<file path="src/rplm_pkg.sv">
// Package for the refcounted page location map.
// Holds field widths, location codes, count limit and the mode type.
// No dependencies.
`default_nettype none

package rplm_pkg;

	localparam int ENTRIES_DEF  = 4096;
	localparam int SPP_DEF      = 8;

	localparam int SECTOR_W     = 15;
	localparam int IDX_W        = 12;
	localparam int PAGE_W       = 12;
	localparam int LOC_W        = 13;
	localparam int CNT_W        = 13;
	localparam int MODE_W       = 2;
	localparam int IN_DATA_W    = 40;
	localparam int OUT_DATA_W   = 40;

	localparam int PAGE_SPACE   = 4096;
	localparam int MAP_LIMIT    = 32768;

	localparam logic [LOC_W-1:0] LOC_UNWRITTEN = 13'h1FFF;
	localparam logic [LOC_W-1:0] LOC_IN_BUF    = 13'h1FFE;
	localparam logic [CNT_W-1:0] COUNT_MAX     = 13'd4096;

	typedef enum logic [MODE_W-1:0] {
		MODE_WRITE = 2'd0,
		MODE_FLUSH = 2'd1,
		MODE_ALLOC = 2'd2,
		MODE_QUERY = 2'd3
	} mode_t;

endpackage

`default_nettype wire

</file>
<file path="src/rplm_div.sv">
// Division of a sector address by a constant divisor through a reciprocal multiply.
// The quotient is registered and shows in the cycle after start; depends on rplm_pkg.
`default_nettype none

module rplm_div #(
	parameter int DIVISOR = rplm_pkg::SPP_DEF
) (
	input  wire logic                          clk,
	input  wire logic                          arst_n,
	input  wire logic                          start,
	input  wire logic [rplm_pkg::SECTOR_W-1:0] dividend,
	output logic                               done,
	output logic [rplm_pkg::SECTOR_W-1:0]      quotient
);

	localparam int W     = rplm_pkg::SECTOR_W;
	localparam int SHIFT = W + $clog2(DIVISOR);
	localparam int RW    = W + 2;
	localparam int PRW   = W + RW;
	localparam logic [RW-1:0] RECIP = RW'(((1 << SHIFT) + DIVISOR - 1) / DIVISOR);

	logic            done_q;
	logic [W-1:0]    quo_q;
	logic [PRW-1:0]  prod;

	assign prod = PRW'(dividend) * PRW'(RECIP);

	always_ff @(posedge clk or negedge arst_n) begin
		if (!arst_n) begin
			done_q <= 1'b0;
			quo_q  <= '0;
		end else begin
			done_q <= start;
			if (start) begin
				quo_q <= W'(prod >> SHIFT);
			end
		end
	end

	assign done     = done_q;
	assign quotient = quo_q;

endmodule

`default_nettype wire

</file>
<file path="config.mk">
export PLATFORM = sky130hd
export DESIGN_NAME = rplm_div
export DESIGN_NICKNAME = d
export VERILOG_FILES = /design/src/rplm_pkg.sv /design/src/rplm_div.sv
export SDC_FILE = /design/constraint.sdc
export NUM_CORES = 1
export LEC_CHECK = 0
export BUFFER_PORTS_ARGS = -buffer_cell sky130_fd_sc_hd__buf_2
export CORE_MARGIN = 1
export CORE_UTILIZATION = 40
export CTS_BUF_LIST = sky130_fd_sc_hd__clkbuf_4
export CTS_CLUSTER_DIAMETER = 40
export CTS_CLUSTER_SIZE = 8
export DETAILED_ROUTE_END_ITERATION = 16
export MAX_ROUTING_LAYER = met4
export PLACE_DENSITY = 0.76
export SETUP_SLACK_MARGIN = 0.3
export SLEW_MARGIN = 10
export SYNTH_ARGS = -nofsm -noshare
export SYNTH_HDL_FRONTEND = slang
export SYNTH_SLANG_ARGS = --single-unit
</file>
<file path="constraint.sdc">
create_clock -name clk -period 1.4 [get_ports clk]
set_input_delay 0.21 -clock clk [delete_from_list [all_inputs] [get_ports clk]]
set_output_delay 0.21 -clock clk [all_outputs]
set_load 0.03 [all_outputs]
</file>
After elaboration in Yosys (flattened, before gate mapping)
Cells that the tools add are included.

Logic and storage cells: 2. Bits of input ports: 18. Output and inout port bits: 16. Register bits after elaboration: 13.

Logic depth before layout (Yosys ltp)
Gate-level depths: netlist (run 1).

Depth after elaboration: 0. Mapped depth: 2. Gate-level depth less buffers: 1.

Worst setup path before layout (run 1)
No wires, ideal clock.

Kind: register -> register. Start: register quotient[0] (netlist name). End: register quo_q[0] (netlist: quotient[0]). Clock period less this slack: 0.889 ns. Setup slack: 0.511 ns. Data arrival time: 0.764 ns. Setup time: 0.125 ns. Buffers on the path: 0. Stages on the path, launching flop included: 2. Data required time: 1.275 ns. Path through: dfrtp_1 -> mux2_4.

RTL lines: to (signal assigned) (line rplm_div.sv:35) `quo_q <= W'(prod >> SHIFT);`; to (decl) (line rplm_div.sv:23) `logic [W-1:0] quo_q;`.

Final worst setup path (run 1)
Start: register quo_q[4] (netlist: quotient[4]). End: output quotient[4] (netlist bit).

RTL lines: to (decl) (line rplm_div.sv:13) `output logic [rplm_pkg::SECTOR_W-1:0] quotient`.

No word-level cell between the ends.

==> flow_summary.ini, run 1 <==
[clock_network]
cts_setup_buffers = 0
cts.sinks = 13
clockBufferDepth = 2
insertion_delay_ns = 0.26
cts_tree = yes
path_clk_slew_ns = 0.08
cts_buffers = 3
cts_max_level = 1
cts_root_buf = clkbuf_4

[logic_synthesis]
syn-instance-count = 30
synth_edf_count = 0
synth_cell_types = 6
yosys.cell_count.top_type = dfrtp_1
synthTopCellsByArea = dfrtp_1 61%, mux2_4 28%, buf_4 4.2%, mux2_2 4.2%, buf_6 2.1%
netlist_top_cells_count = 13 x dfrtp_1, 10 x mux2_4, 3 x buf_4
synth_ff_type = dfrtp_1
synth_seq_cells = 13
synth_seq_area_share_pct = 60.7
yosys.area.top_type = dfrtp_1
synth_area_um2 = 536
yosysWarningCount = 0
avgSynthCellArea_um2 = 17.9
synth.top_cell.area_share_pct = 60.7
synthArstFlopShare_pct = 100

[placement]
dp_slack_ns = 0.346
place_area_um2 = 662
gp_congestion = 0.605
io_buffer_count = 27

[power_and_ir_drop]
seq_power_share_pct = 48.4
vdd_drop_max_mv = 0.886
pwr-share-comb_pct = 24.4
power.density_nw_per_um2 = 1260
p_leak_nw = 0.381
intPower_w = 0.000629
p_sw_w = 0.000255
pwr-share-clk_pct = 27.2
swShare_pct = 28.9

[drt]
drc_errors = 0
antenna_left = 0
wirelength_um = 850
vias = 330
first_pass_iters = 2
routed_via_density = 4.46
wl_per_cell_um = 11.5
drt_iter0_markers = 2

[run_status]
status = finished, final reports clean

[timing]
fin_crit_ns = 1.05
setup_viol_count_final = 0
fin_ws_ns = 0.351
slew_violations = 0
period_share_pct = 74.9
final.setup.tns_ns = 0
skew_ns = 0
clock.fmax_mhz = 953
final_hold_viol_count = 0
rsz0062_at_grt = no

[final_layout]
seqCellArea_um2 = 325
nFillCells = 102
layout-drive-gt1-share_pct = 71.7
syn_to_final_growth_pct = 31.1
fin_nets = 79
multi_input_area_um2 = 184
final_area_um2 = 702
diodes = 0

[worst_setup_path]
crit_arrival_ns = 0.84
cpLargestDelayFamily = flip-flops
crit_slowest_cell = dfrtp_1
worstPathCellList = buf_2
critPathLaunchType = flip-flop
crit_type = reg2out
cp_slowest_stage_delay_ns = 0.39
path_buf_inv = 1
end_kind = primary output
crit_fanout = 2
worstPathRequired_ns = 1.19
ff2ff_setup_slack_ns = 0.64
reg2reg_to = quotient[4]
rr_worst_depth = 1
r2r_start = quotient[4]

[floorplan]
coreArea_um2 = 1170
start_util_pct = 45.7
ioPinCount = 34
die_h_um = 38.6
die_w_um = 38.6
die-area_um2 = 1490
rows = 12

[min_path]
hold_path_startpoint = dividend[10]
holdPathStages = 2
hold_path_class = in2reg
whs_endpoint = quotient[7]

[grt]
grt_pass1_wl_mm = 1.20
grt_pass1_vias = 288
grt_max_degree = 14
grt_usage_pct = 12.8
antenna_found_initial = 0
gr-total-overflow = 0

[flow_run]
maxCapViolCount = 0
[power groups by stage]
stage	registers (W)	logic, W	clock network (W)
global placement	0.000434	0.000213	0
CTS	0.000428	0.000218	0.000250
global route	0.000432	0.000229	0.000266
detailed placement	0.000435	0.000215	0
finish	0.000428	0.000215	0.000241
floorplan	0.000510	0.0000790	0
[what timing repair did]
action	in CTS	in global routing
resized for setup	0	0
endpoints found under the hold margin	13	0
hold buffers	1	0
[worst max path at each step]
stage	start	endpoint	slack (ns)	depth (start not counted)
2_1_floorplan	quotient[0]	quotient[0]	0.51	1
3_3_place_gp	start	quotient[9]	0.37	2
3_5_place_dp	start	quotient[11]	0.35	2
4_1_cts	quotient[4]	quotient[4]	0.34	1
5_1_grt	quotient[7]	quotient[7]	0.32	1
6_report	quotient[4]	quotient[4]	0.35	1
[sequential cells by signal, summed over array words and instances, names as in the netlist]
| name | flops |
|---|---|
| quotient | 12 |
| done | 1 |
[per-layer routing]
metal  vias to the layer above  global-route usage, %  wire [um]
li1                        156                      -          -
met1                       154                   16.6        382
met2                        20                   16.7        380
met3                         0                   10.4         86
met4                         0                      0          0
met5                         -                      -          0
[logic make-up after synthesis]
logic type | count (synthesis) | synth area share, %
other cells | 1 | 0.700
mux | 12 | 32.2
buf+inv | 4 | 6.31
flops | 13 | 60.7
[final cells by class]
class                           instances  area share (%)
Sequential cell                        13            46.3
Multi-Input combinational cell         15            26.2
Timing Repair Buffer                   28            20.7
Clock buffer                            4            4.28
Tap cell                               14            2.50
[placed cells by master, fill, tap and decap left out]
master,n
buf_2,27
dfrtp_1,13
mux2_4,10
clkbuf_4,4
conb_1,3
mux2_2,2
dlygate4sd3_1,1
[stage by stage]
step | util (%) | hold WS, ns | total power (W) | std cells
6_report | 59.9 | 0.168 | 0.000884 | 74
5_1_grt | 59.9 | 0.154 | 0.000927 | 74
4_1_cts | 59.9 | 0.162 | 0.000896 | 74
2_1_floorplan | - | -0.0856 | 0.000589 | 32
3_3_place_gp | 56.5 | 0.109 | 0.000648 | 69
3_5_place_dp | 56.5 | 0.111 | 0.000650 | 69
Power figures use the tool's default switching activity.
==> inputs of run 2 (changes only) <==
==> constraint.sdc (replaced) <==
create_clock -name clk -period 1.1 [get_ports clk]
set_input_delay 0.165 -clock clk [delete_from_list [all_inputs] [get_ports clk]]
set_output_delay 0.165 -clock clk [all_outputs]
set_load 0.03 [all_outputs]
==> flow_summary.ini, run 2 (synthesis gave the netlist of run 1 again) <==
[final_layout]
syn_to_final_growth_pct = 54.7
layout-drive-gt1-share_pct = 92.1
largest_reg_flops = 12
diodes = 0
nFillCells = 80
layout_common_cells = 15 x buf_6, 14 x buf_2, 12 x dfrtp_2
final_common_cell = buf_6
fin_nets = 82

[floorplan]
rows = 12
ioPinCount = 34
die_h_um = 38.6
die_w_um = 38.6
start_util_pct = 45.7
coreArea_um2 = 1170
die-area_um2 = 1490

[power_and_ir_drop]
vdd_drop_max_mv = 0.986
pwr-share-comb_pct = 29.1
pwr-share-clk_pct = 24.1
seq_power_share_pct = 46.8
swShare_pct = 27.5
p_sw_w = 0.000334
power.density_nw_per_um2 = 1470
intPower_w = 0.000880
p_leak_nw = 0.413

[timing]
skew_ns = 0
slew_violations = 0
clock.fmax_mhz = 1020
fin_crit_ns = 0.981
final_hold_viol_count = 0
rsz0062_at_grt = yes
setup_viol_count_final = 0
hold_slack_ns = 0.136
final.setup.tns_ns = 0
period_share_pct = 89.2

[worst_setup_path]
crit_fanout = 2
worstPathCellList = buf_6
ff2ff_setup_slack_ns = 0.19
path_buf_inv = 1
worstPathRequired_ns = 0.94
critPathLaunchType = flip-flop
end_kind = primary output
crit_slowest_cell = dfrtp_2
cpLargestDelayFamily = flip-flops
crit_type = reg2out
cp_slowest_stage_delay_ns = 0.42
crit_arrival_ns = 0.82

[clock_network]
path_clk_slew_ns = 0.07
cts_buffers = 3
insertion_delay_ns = 0.26
clockBufferDepth = 2
cts_tree = yes
cts_root_buf = clkbuf_4
cts_max_level = 1
cts.sinks = 13

[drt]
wirelength_um = 986
vias = 358
drc_errors = 0
drt_iter0_markers = 1
antenna_left = 0
routed_via_density = 4.65
first_pass_iters = 3
wl_per_cell_um = 12.8

[run_status]
status = finished, final reports clean

[placement]
gp_congestion = 0.609
io_buffer_count = 27

[grt]
gr-total-overflow = 0
grt_max_degree = 14
grt_pass1_vias = 360
grt_usage_pct = 15.6
antenna_found_initial = 0
grt_pass1_wl_mm = 1.44

[flow_run]
maxCapViolCount = 0

[min_path]
hold_path_class = in2reg
==> run 2: power groups by stage <==
stage / sequential (W) / combinational (W) / clock (W)
2_1_floorplan: 0.000660 / 0.000101 / 0
3_3_place_gp: 0.000560 / 0.000270 / 0
3_5_place_dp: 0.000563 / 0.000275 / 0
4_1_cts: 0.000565 / 0.000349 / 0.000306
5_1_grt: 0.000574 / 0.000369 / 0.000340
6_report: 0.000569 / 0.000353 / 0.000293
==> run 2: through the flow <==
step / utilization [%] / area [um2] / worst slack, ns / total power, W / cells
after global placement: 57.8 / 677 / 0.114 / 0.000831 / 69
final: 70.7 / 828 / 0.119 / 0.00121 / 77
after floorplan: - / 558 / 0.246 / 0.000760 / 32
after global routing: 70.7 / 828 / 0.0825 / 0.00128 / 77
after CTS: 70.1 / 821 / 0.110 / 0.00122 / 77
after detailed placement: 57.8 / 677 / 0.0888 / 0.000838 / 69
==> run 2: path summary, 6_finish.rpt <==
path	from	to	cells past startpoint
max in group asynchronous	arst_n	quotient[9]	2
setup reg to reg	quotient[4]	quotient[4]	2
min in group asynchronous	arst_n	done	2
hold / removal	dividend[10]	quotient[7]	2
hold reg to reg	quotient[11]	quotient[11]	1
setup / recovery	quotient[3]	quotient[3]	1
==> run 2: metal layers <==
layer	wire [um]	vias up	track usage, %
li1	-	162	-
met1	389	172	15.4
met2	515	24	29.6
met3	81	0	3.47
met4	0	0	5.17
met5	0	-	-
==> run 2: timing repair <==
| item | 4_1_cts | 5_1_grt |
|---|---|---|
| resized for setup | 26 | 2 |
| hold endpoints to repair | 13 | 0 |
| setup endpoints to repair | 13 | 24 |
| hold buffers | 1 | 0 |
| setup buffers | 3 | 0 |
==> run 2: area by class of cell <==
| class | count | area, um2 | area share [%] |
|---|---|---|---|
| well taps | 14 | 17.5 | 2.11 |
| repair buffers | 31 | 256 | 31.0 |
| clock buffers | 4 | 30.0 | 3.63 |
| flip-flops and latches | 13 | 340 | 41.1 |
| multi-input cells | 15 | 184 | 22.2 |
